`src/rtl/core/api_frame_receiver_assert.svh`:
```
// assertion macros for the api frame receiver
// used by api_frame_receiver.sv, expects clk and rst in scope
`ifndef API_FRAME_RECEIVER_ASSERT_SVH
`define API_FRAME_RECEIVER_ASSERT_SVH

`ifndef NO_ASSERTIONS
`define AFR_ASSERT(lbl, prop, msg) \
  lbl: assert property (@(posedge clk) disable iff (rst) prop) else $error(msg);
`define AFR_ASSERT_RST(lbl, prop, msg) \
  lbl: assert property (@(posedge clk) prop) else $error(msg);
`else
`define AFR_ASSERT(lbl, prop, msg)
`define AFR_ASSERT_RST(lbl, prop, msg)
`endif

`endif

```
`src/rtl/core/afr_pkg.sv`:
```
// shared types and constants for the api frame receiver
// no dependencies
package afr_pkg;

  localparam logic [7:0]  DELIM            = 8'h7e;
  localparam logic [7:0]  CSUM_BASE        = 8'hff;
  localparam logic [7:0]  FT_ADDR_DATA     = 8'h85;
  localparam logic [7:0]  FT_CMD_RESP      = 8'h88;
  localparam logic [7:0]  FT_RX_PACKET     = 8'h90;
  localparam logic [15:0] MAX_LENGTH_RESET = 16'd1020;

  localparam logic [2:0] ROLE_SHORT_ADDR = 3'd0;
  localparam logic [2:0] ROLE_LONG_ADDR  = 3'd1;
  localparam logic [2:0] ROLE_SEQUENCE   = 3'd2;
  localparam logic [2:0] ROLE_COMMAND    = 3'd3;
  localparam logic [2:0] ROLE_OPTIONS    = 3'd4;
  localparam logic [2:0] ROLE_PAYLOAD    = 3'd5;
  localparam logic [2:0] ROLE_END        = 3'd6;

  localparam logic [1:0] STATUS_GOOD     = 2'd0;
  localparam logic [1:0] STATUS_BAD_CSUM = 2'd1;
  localparam logic [1:0] STATUS_TOO_LONG = 2'd2;

  typedef enum logic [5:0] {
    PH_HUNT   = 6'b000001,
    PH_LEN_HI = 6'b000010,
    PH_LEN_LO = 6'b000100,
    PH_TYPE   = 6'b001000,
    PH_DATA   = 6'b010000,
    PH_CSUM   = 6'b100000
  } phase_t;

endpackage

```
`src/rtl/core/api_frame_receiver.sv`:
```
// api frame receiver: byte parser with one output register
// depends on afr_pkg and api_frame_receiver_assert.svh

// Takes one received byte per cycle and emits at most one result per byte,
// in the cycle after the transfer, through a single output register. A new byte
// is taken every cycle as long as the output register is empty or being taken
// in the same cycle, so the sustained rate is one byte per clock; in_stall is
// raised only while a result waits under out_stall. Each frame ends in one
// item with last set, carrying good, bad checksum or too long. max_length may
// be rewritten only while no frame is in progress.
`include "api_frame_receiver_assert.svh"

module api_frame_receiver
  import afr_pkg::*;
(
  input  logic        clk,
  input  logic        rst,
  input  logic        cfg_we,
  input  logic [15:0] cfg_wdata,
  input  logic        in_valid,
  output logic        in_stall,
  input  logic [7:0]  rx_byte,
  output logic        out_valid,
  input  logic        out_stall,
  output logic [2:0]  role,
  output logic [7:0]  frame_type,
  output logic [15:0] position,
  output logic [7:0]  value,
  output logic [1:0]  status,
  output logic        last
);

  phase_t      phase, phase_next;
  logic [15:0] max_length;
  logic [15:0] frame_length, frame_length_next;
  logic [15:0] byte_count, byte_count_next;
  logic [7:0]  running_sum, running_sum_next;
  logic [7:0]  current_type, current_type_next;

  logic        accept;
  logic        emit;
  logic [2:0]  emit_role;
  logic [15:0] emit_pos;
  logic [7:0]  emit_value;
  logic [1:0]  emit_status;
  logic        emit_last;

  logic        lbl_hit;
  logic [2:0]  lbl_role;
  logic [15:0] lbl_pos;
  logic [15:0] len_full;
  logic [15:0] count_inc;
  logic [7:0]  csum_expect;

  assign in_stall = out_valid & out_stall;
  assign accept   = in_valid & ~in_stall;

  assign len_full    = {frame_length[15:8], rx_byte};
  assign count_inc   = byte_count + 16'd1;
  assign csum_expect = CSUM_BASE - running_sum;

  // role of a data byte at index byte_count
  always_comb begin
    lbl_hit  = 1'b0;
    lbl_role = ROLE_PAYLOAD;
    lbl_pos  = '0;
    if (current_type inside {FT_ADDR_DATA, FT_RX_PACKET}) begin
      lbl_hit = 1'b1;
      if (byte_count <= 16'd2) begin
        lbl_role = ROLE_SHORT_ADDR;
        lbl_pos  = byte_count - 16'd1;
      end else if (byte_count <= 16'd10) begin
        lbl_role = ROLE_LONG_ADDR;
        lbl_pos  = byte_count - 16'd3;
      end else if (current_type == FT_RX_PACKET) begin
        if (byte_count == 16'd11) begin
          lbl_role = ROLE_OPTIONS;
          lbl_pos  = '0;
        end else begin
          lbl_role = ROLE_PAYLOAD;
          lbl_pos  = byte_count - 16'd12;
        end
      end else begin
        lbl_role = ROLE_PAYLOAD;
        lbl_pos  = byte_count - 16'd11;
      end
    end else if (current_type == FT_CMD_RESP) begin
      lbl_hit = 1'b1;
      if (byte_count == 16'd1) begin
        lbl_role = ROLE_SEQUENCE;
        lbl_pos  = '0;
      end else if (byte_count <= 16'd3) begin
        lbl_role = ROLE_COMMAND;
        lbl_pos  = byte_count - 16'd2;
      end else if (byte_count == 16'd4) begin
        lbl_role = ROLE_OPTIONS;
        lbl_pos  = '0;
      end else begin
        lbl_role = ROLE_PAYLOAD;
        lbl_pos  = byte_count - 16'd5;
      end
    end
  end

  always_comb begin
    phase_next        = phase;
    frame_length_next = frame_length;
    byte_count_next   = byte_count;
    running_sum_next  = running_sum;
    current_type_next = current_type;
    emit        = 1'b0;
    emit_role   = ROLE_END;
    emit_pos    = '0;
    emit_value  = '0;
    emit_status = STATUS_GOOD;
    emit_last   = 1'b0;
    case (phase)
      PH_LEN_HI: begin
        frame_length_next = {rx_byte, 8'd0};
        phase_next        = PH_LEN_LO;
      end
      PH_LEN_LO: begin
        frame_length_next = len_full;
        byte_count_next   = '0;
        running_sum_next  = '0;
        current_type_next = '0;
        if (len_full > max_length) begin
          phase_next  = PH_HUNT;
          emit        = 1'b1;
          emit_status = STATUS_TOO_LONG;
          emit_last   = 1'b1;
        end else if (len_full == '0) begin
          phase_next = PH_CSUM;
        end else begin
          phase_next = PH_TYPE;
        end
      end
      PH_TYPE: begin
        current_type_next = rx_byte;
        running_sum_next  = rx_byte;
        byte_count_next   = 16'd1;
        phase_next        = (frame_length <= 16'd1) ? PH_CSUM : PH_DATA;
      end
      PH_DATA: begin
        running_sum_next = running_sum + rx_byte;
        byte_count_next  = count_inc;
        if (count_inc >= frame_length) begin
          phase_next = PH_CSUM;
        end
        emit       = lbl_hit;
        emit_role  = lbl_role;
        emit_pos   = lbl_pos;
        emit_value = rx_byte;
      end
      PH_CSUM: begin
        phase_next  = PH_HUNT;
        emit        = 1'b1;
        emit_status = (csum_expect == rx_byte) ? STATUS_GOOD : STATUS_BAD_CSUM;
        emit_last   = 1'b1;
      end
      default: begin
        phase_next = (rx_byte == DELIM) ? PH_LEN_HI : PH_HUNT;
      end
    endcase
  end

  always_ff @(posedge clk) begin
    if (rst) begin
      phase        <= PH_HUNT;
      max_length   <= MAX_LENGTH_RESET;
      frame_length <= '0;
      byte_count   <= '0;
      running_sum  <= '0;
      current_type <= '0;
      out_valid    <= 1'b0;
    end else begin
      if (cfg_we) begin
        max_length <= cfg_wdata;
      end
      if (accept) begin
        phase        <= phase_next;
        frame_length <= frame_length_next;
        byte_count   <= byte_count_next;
        running_sum  <= running_sum_next;
        current_type <= current_type_next;
        out_valid    <= emit;
      end else if (!out_stall) begin
        out_valid <= 1'b0;
      end
    end
  end

  // result payload, loaded only when a result is produced
  always_ff @(posedge clk) begin
    if (accept && emit) begin
      role       <= emit_role;
      frame_type <= current_type_next;
      position   <= emit_pos;
      value      <= emit_value;
      status     <= emit_status;
      last       <= emit_last;
    end
  end

  `AFR_ASSERT_RST(a_reset_clears_out, rst |=> !out_valid, "result valid after reset")
  `AFR_ASSERT(a_csum_ends_frame, accept && phase == PH_CSUM |=> out_valid && last, "checksum byte gave no end item")
  `AFR_ASSERT(a_end_item_shape, out_valid && last |-> role == ROLE_END && value == '0 && position == '0, "malformed end item")
  `AFR_ASSERT(a_field_item_shape, out_valid && !last |-> role != ROLE_END && status == STATUS_GOOD, "malformed field item")
  `AFR_ASSERT(a_too_long_type, out_valid && status == STATUS_TOO_LONG |-> frame_type == '0 && phase == PH_HUNT, "too long item with stale state")

endmodule

```
`config.mk`:
```
export PLATFORM = sky130hd
export DESIGN_NAME = api_frame_receiver
export DESIGN_NICKNAME = d
export VERILOG_FILES = /design/src/rtl/core/afr_pkg.sv /design/src/rtl/core/api_frame_receiver.sv
export VERILOG_INCLUDE_DIRS = /design/src /design/src/rtl/core
export SDC_FILE = /design/constraint.sdc
export NUM_CORES = 1
export LEC_CHECK = 0
export ABC_CLOCK_PERIOD_IN_PS = 3990
export BUFFER_PORTS_ARGS = -buffer_cell sky130_fd_sc_hd__buf_2
export CAP_MARGIN = 0
export CORE_ASPECT_RATIO = 0.9
export CORE_MARGIN = 10
export CORE_UTILIZATION = 42
export DETAILED_ROUTE_END_ITERATION = 7
export GPL_ROUTABILITY_DRIVEN = 0
export SETUP_SLACK_MARGIN = 0.02
export SLEW_MARGIN = 20
export SYNTH_ARGS = -nofsm -noshare
export SYNTH_HDL_FRONTEND = slang
export SYNTH_SLANG_ARGS = --single-unit
```
`constraint.sdc`:
```
create_clock -name clk -period 3.99 [get_ports clk]
set_clock_uncertainty 0.15 [all_clocks]
set_input_delay 0.5985 -clock clk [delete_from_list [all_inputs] [get_ports clk]]
set_output_delay 0.5985 -clock clk [all_outputs]
set_load 0.05 [all_outputs]
```
-- Word-level counts from Yosys, hierarchy flattened
Index checks and enable logic that the tools add are counted.
Widths: inputs -> output; s select.
- input port bits: 29
- latch bits: 0
- output and inout bits: 40
- register bits: 109
- logic and storage cells: 95
- RAM bits: 0
- memory bits (read-only): 0
- memories kept: 0
- shift-type cells: 0
- magnitude comparators: 6
- bitwise operators: 4
- multiplexer cells: 38
- div/mod/pow operators: 0
- reductions and logical operators: 9
- eq/ne operators: 15
- add/sub/neg operators: 9
- $mul: 0
- operators with widths (operator ; count):
    $mux 16 ; 9
    $pmux 16 s3 ; 1
    $le 16x2->1 const B ; 2
    $pmux 16 s2 ; 1
    $sub 16x2->16 const B ; 2
    $sub 16x4->16 const B ; 2
    $pmux 6 s5 ; 1
    $eq 8x8->1 const B ; 3
    $mux 6 ; 4
    $pmux 8 s3 ; 1
    $mux 3 ; 7
    $add 16x1->16 const B ; 1
    $eq 16x1->1 const B ; 1
    $eq 16x3->1 const B ; 1
    $eq 16x4->1 const B ; 1
    $ge 16x16->1 ; 1
    $gt 16x16->1 ; 1
    $le 16x1->1 const B ; 1
    $le 16x4->1 const B ; 1
    $logic_not 16->1 ; 1
    $pmux 8 s2 ; 1
    $sub 16x1->16 const B ; 1
    $sub 16x3->16 const B ; 1
    $add 8x8->8 ; 1
    22 further kinds ; 35

-- Logic depth before layout (Yosys ltp)
Gate-level depths: netlist of run 1.
- depth after elaboration: 6
- gate-level depth with buffers: 14
- gate-level depth less buffers: 14

-- Worst setup path after synthesis of run 1
OpenSTA, ideal clock, no wires.
- path type: input -> register
- from: input rx_byte[1]
- to: register frame_type[0] (enable)
- library setup time: 0.433 ns
- arrival time: 3.543 ns
- setup slack: -0.137 ns
- data required time: 3.407 ns
- stages on the path: 8
- cell sequence: ha_1 -> nor2b_1 -> o211ai_1 -> a2111oi_0 -> o31ai_1 -> o21ai_0 -> nor2_1 -> nor2_1
- cells in the longest elaborated chain, start to end: 4
- RTL lines (what ; line ; text):
    start: declaration ; api_frame_receiver.sv:22 ; input logic [7:0] rx_byte,
    $gt 16x16->1 ; api_frame_receiver.sv:127 ; if (len_full > max_length) begin
    $mux 1 ; api_frame_receiver.sv:127 ;
    $pmux 1 s3 ; api_frame_receiver.sv:117 ; case (phase)
    $logic_and 1x1->1 ; api_frame_receiver.sv:195 ; if (accept && emit) begin
    end signal: assignment ; api_frame_receiver.sv:197 ; frame_type <= current_type_next;
    end: declaration ; api_frame_receiver.sv:26 ; output logic [7:0] frame_type,
Every way passes these cells.
A chain may end at the register's enable or synchronous reset.

-- Worst setup path in the final report of run 1
- from: register byte_count[1]
- to: register phase[3]
- cells in the longest elaborated chain, start to end: 4
- RTL lines (what ; line ; text):
    start: declaration ; api_frame_receiver.sv:36 ; logic [15:0] byte_count, byte_count_next;
    start signal: assignment ; api_frame_receiver.sv:183 ; byte_count <= byte_count_next;
    $add 16x1->16 ; api_frame_receiver.sv:59 ; assign count_inc = byte_count + 16'd1;
    $ge 16x16->1 ; api_frame_receiver.sv:147 ; if (count_inc >= frame_length) begin
    $ne 2x2->1 (no source line) ; - ;
    $reduce_and 2->1 (no source line) ; - ;
    end signal: assignment ; api_frame_receiver.sv:181 ; phase <= phase_next;
    end: declaration ; api_frame_receiver.sv:33 ; phase_t phase, phase_next;
Every way passes these cells.

==> results of run 1 <==
## worst max-delay path, cell delays in order, from the launching register on
cell	delay, ns
dfxtp_1	0.56
ha_1	0.27
nand2_1	0.10
nor2_1	0.16
and4_1	0.28
nand3_1	0.15
xnor2_1	0.19
ha_1	0.34
nand4_1	0.12
a2111oi_1	0.52
nor2_2	0.18
or3_1	0.40
a21oi_1	0.14
## area by class of cell
type	instances	area, um^2	area share (%)
multi-input combinational	677	4297	52.16
sequential	109	2564	31.13
timing repair buffer	107	633.1	7.686
tap	211	264.0	3.205
clock buffer	9	225.2	2.734
inverter	43	161.4	1.960
clock inverter	7	92.59	1.124
## metrics by stage
step,area [um^2],total power [W],utilization [%],setup WS [ns]
floorplan,7193,0.001283,-,0.4430
global placement,7914,0.001339,47.01,0.2936
detailed placement,7914,0.001341,47.01,0.1968
CTS,8232,0.002305,48.90,0.1645
global route,8237,0.002360,48.93,0.1481
finish,8237,0.002290,48.93,0.3692
## placed cells by master, fill, tap and decap left out, types with 11 or more instances in the layout
| master | Yosys | layout |
|---|---|---|
| a31oi_1 | 11 | 11 |
| ha_1 | 55 | 55 |
| edfxtp_1 | 38 | 38 |
| o21ai_1 | 14 | 14 |
| buf_4 | 0 | 39 |
| o21ai_0 | 46 | 46 |
| mux2i_1 | 11 | 11 |
| nand3_1 | 31 | 31 |
| xor2_1 | 14 | 14 |
| nand2_1 | 80 | 80 |
| inv_1 | 41 | 41 |
| dfxtp_1 | 71 | 70 |
| nor2_1 | 106 | 104 |
| o211ai_1 | 13 | 13 |
| a22oi_1 | 17 | 17 |
| a21oi_1 | 74 | 74 |
| nor3_1 | 28 | 28 |
| xnor2_1 | 18 | 18 |
| nand4_1 | 13 | 13 |
| and2_1 | 11 | 11 |
| a211oi_1 | 11 | 11 |
| buf_2 | 2 | 68 |
## sequential cells by signal, indices dropped and copies added (netlist names)
signal,count
role,3
status,2
phase,6
value,8
running_sum,8
max_length,16
current_type,8
byte_count,16
frame_type,8
frame_length,16
out_valid,1
last,1
position,16
## kinds of logic (layout without fill, tap and decap cells)
| family | after synthesis | count (layout) | synth area share, % |
|---|---|---|---|
| compound gates | 243 | 243 | 21.23 |
| xor+xnor | 32 | 32 | 3.898 |
| fa+ha+maj | 56 | 56 | 9.849 |
| buf+inv | 96 | 166 | 5.046 |
| flops | 109 | 109 | 35.64 |
| mux | 11 | 11 | 1.531 |
| simple gates | 335 | 335 | 22.81 |
## where the power goes
part           switching, W  internal (W)  total (W)  leakage [nW]
logic             0.0000947     0.0000531   0.000148          2.38
registers        0.00000988       0.00116    0.00117         0.927
clock network      0.000471      0.000503   0.000974         0.155
total              0.000575       0.00171    0.00229          3.46
## worst paths after layout
| check | startpoint | to | slack (ns) | cells after the start |
|---|---|---|---|---|
| setup / recovery | byte_count[1] | phase[3] | 0.37 | 12 |
| hold / removal | cfg_wdata[6] | max_length[6] | 0.29 | 3 |
| setup reg to reg | byte_count[1] | phase[3] | 0.37 | 12 |
| hold reg to reg | max_length[8] | max_length[8] | 0.34 | 2 |
## metal layers
layer	global-route usage, %	part of all wire, %
met4	5.457	2.0
met3	4.038	7.2
met5	0	0
met2	29.20	43
met1	26.67	48
## timing repair
action / in CTS / in global routing
setup buffers: 0 / 0
gates resized for setup: 0 / 3
setup endpoints to repair: 0 / 5
endpoints found under the hold margin: 0 / 0
==> metrics.yaml, run 1 <==
floorplanning:
  pin_count: 69
  rows: 45
  design.die.area_um2: 22760
  start_util_pct: 42.71
  die_w_um: 157.9
  die_y_um: 144.1
  core-area_um2: 16830
sta:
  max_slew.worst_pin.slew_ns: 0.8846
  fin_setup_tns_ns: 0
  layout_min_cycle_time_ns: 3.621
  rsz0062_at_grt: "no"
  setup_violations: 0
  hold_viol_final: 0
  holdWs_ns: 0.2918
  slew_violations: 0
  period_share_pct: 90.75
  slew_headroom_pct: 41.03
  fmax_mhz: 276.2
clocking:
  cts.root.buffer_cell: "clkbuf_16"
  cts.clk_slew.worst_paths_ns: 0.09
  cts.sinks: 109
  cts_hold_buf: 0
  cts_tree: "built"
  htreeDepth: 3
  cts_buffer_depth: 2
  cts_buffers: 9
  clk_latency_ns: 0.37
worst_setup_path:
  required_ns: 4.14
  crit_type: "reg -> reg"
  cp-end-kind: "flip-flop"
  cp_data_arrival_time_ns: 3.77
  start_kind: "flip-flop"
  critPathMaxFanout: 10
global_route:
  grt_overflow: 0
  grt_pass1_wl_mm: 34.91
  antenna_found_initial: 0
  grt_pass1_vias: 6448
  grt_start_max_net_pins: 63
  grtUsageTotal_pct: 19.16
synth:
  syn_avg_cell_area_um2: 8.153
  synthTopCellsByArea: "dfxtp_1, edfxtp_1, ha_1"
  synth_top_cell_area_share_pct: 19.77
  yosysMostFrequentCell: "nor2_1"
  syn_inst: 882
  netlist_top_cells_count: "nor2_1, nand2_1, a21oi_1"
  yosysSeqAreaShare_pct: 35.64
  synth_cell_types: 64
  async_reset_ff_share_pct: 0
  syn_nets: 967
  ys.flop_type: "dfxtp_1"
  synth_edf_count: 38
  yosysTopAreaCell: "dfxtp_1"
  netlist_area_um2: 7191
  synth_seq_cells: 109
  ys_warn_count: 0
layout:
  final_nets: 1032
  fill_cells: 1646
  diodes: 0
  drive_above_1_share_pct: 14.60
  final_cells: 1163
  area_delta_synth_final_pct: 14.55
drt:
  drc: 0
  wirelength_mm: 21.63
  wl_per_cell_um: 18.60
  drt_iter0_drc: 716
  drtPass1Iterations: 5
  routed_via_density: 5.892
  ant_nets: 0
  vias: 6852
placement:
  placed_cells: 1147
  portBuffers: 68
  dp_hpwl_mm: 15.82
pwr:
  worst_ir_drop_vdd_v: 0.0002301
  powerDensity_nw_per_um2: 278.0
  p_leak_nw: 3.464
run_status:
  status: "finished, final reports clean"
job:
  cap_violations: 0
min_path:
  hp-class: "in -> reg"
(Power assumes the default switching activity.)
==> inputs of run 2 (changes only) <==
Settings changed: CORE_MARGIN 10 to 2.
==> run 2 against run 1 <==
  * Final cell count about the same
  * Critical endpoint unchanged
  * Wire length shrank 2.5%
  * Sequential power hardly changed
==> metrics.yaml, run 2 (synthesis gave the netlist of run 1 again) <==
floorplanning:
  die_w_um: 141.9
  design.die.area_um2: 18180
  core-area_um2: 16830
  die_y_um: 128.1
  rows: 45
  pin_count: 69
  start_util_pct: 42.71
layout:
  final_cells: 1162
  drive_above_1_share_pct: 14.30
  final_util_pct: 48.88
  diodes: 0
  final_common_cell: "nor2_1"
  mostFrequentLayoutCells: "nor2_1, nand2_1, a21oi_1, dfxtp_1, buf_2"
  area_delta_synth_final_pct: 14.44
  final_nets: 1031
min_path:
  hp-class: "in -> reg"
pwr:
  powerDensity_nw_per_um2: 274.0
  p_leak_nw: 3.456
  worst_ir_drop_vdd_v: 0.0002108
clocking:
  cts_hold_buf: 0
  cts_setup_buffers: 0
  cts_resized: 0
  cts_buffer_depth: 2
  cts_buffers: 9
  clk_latency_ns: 0.37
  htreeDepth: 3
  cts.clk_slew.worst_paths_ns: 0.09
  cts_tree: "built"
  cts.sinks: 109
  cts.root.buffer_cell: "clkbuf_16"
drt:
  drtPass1Iterations: 5
  wirelength_mm: 21.08
  routed_via_density: 5.935
  ant_nets: 0
  drt_iter0_drc: 570
  drc: 0
  wl_per_cell_um: 18.14
  vias: 6896
placement:
  preCtsSetupSlack_ns: 0.3883
  placed_cells: 1146
  dp_hpwl_mm: 15.33
  portBuffers: 68
global_route:
  grt_pass1_vias: 6194
  antenna_found_initial: 0
  grt_overflow: 0
  grtUsageTotal_pct: 23.44
  grt_start_max_net_pins: 53
  grt_pass1_wl_mm: 33.57
sta:
  slew_headroom_pct: 36.71
  hold_viol_final: 0
  setup_violations: 0
  slew_violations: 0
  fmax_mhz: 280.4
  period_share_pct: 89.37
  fin_setup_tns_ns: 0
  fin_ws_ns: 0.4241
  layout_min_cycle_time_ns: 3.566
  rsz0062_at_grt: "no"
  max_slew.worst_pin.slew_ns: 0.9494
job:
  cap_violations: 0
worst_setup_path:
  crit_type: "reg -> reg"
  critPathMaxFanout: 10
  cp_data_arrival_time_ns: 3.73
  slowest_stage: "dfxtp_1"
  r2r_slack_ns: 0.42
  cp-end-kind: "flip-flop"
  max_stage_delay_ns: 0.53
  crit_buf_inv: 0
  start_kind: "flip-flop"
  crit_family: "simple AND/OR/NAND/NOR gates"
  crit_chain: "ha_1, nand2_1, nor2_1, and4_1, nand3_1, xnor2_1, ha_1, nand4_1, a2111oi_1, nor2_1, or3_1, a21oi_1"
  required_ns: 4.15
run_status:
  status: "finished, final reports clean"
run 2: cell count changes in the layout (fill, tap and decap cells not counted), sizes merged:
cell / previous run / this run
buf: 107 / 106
inv: 43 / 45
bufinv: 1 / 0
clkinv: 6 / 5
run 2: path summary, 6_finish.rpt:
path,startpoint,end,depth (start not counted)
setup / recovery,byte_count[1],phase[3],12
hold / removal,cfg_wdata[3],max_length[3],3
setup reg to reg,byte_count[1],phase[3],12
hold reg to reg,max_length[3],max_length[3],2
run 2: layer usage:
| metal | track usage (%) | vias up | wire [um] |
|---|---|---|---|
| met5 | 0 | - | 0 |
| met1 | 34.08 | 3250 | 9946 |
| met2 | 35.41 | 270 | 8989 |
| met4 | 5.882 | 0 | 258 |
| met3 | 5.006 | 23 | 1885 |
| li1 | - | 3353 | - |
run 2: report_power, final:
part	total, W	internal [W]	switching (W)
clock	0.000942	0.000450	0.000492
combinational	0.000145	0.0000504	0.0000943
sequential	0.00117	0.00116	0.00000989
run 2: layout make-up:
type,instances,area (um^2)
Fill cell,1624,8606
Multi-Input combinational cell,677,4294
Sequential cell,109,2562
Timing Repair Buffer,106,638.1
Tap cell,211,264.0
Clock buffer,9,225.2
Inverter,43,161.4
Clock inverter,7,83.83
run 2: stage by stage:
stage | hold WS [ns] | cell area [um^2] | total power (W)
5_1_grt | 0.2969 | 8229 | 0.002331
3_5_place_dp | 0.3272 | 7919 | 0.001338
3_3_place_gp | 0.3239 | 7919 | 0.001336
4_1_cts | 0.2872 | 8228 | 0.002274
6_report | 0.2880 | 8229 | 0.002254
2_1_floorplan | 0.3081 | 7193 | 0.001283
run 2: worst min-delay path, stage by stage:
cell      delay [ns]
buf_2           0.07
nand2_1         0.04
o211ai_1        0.06
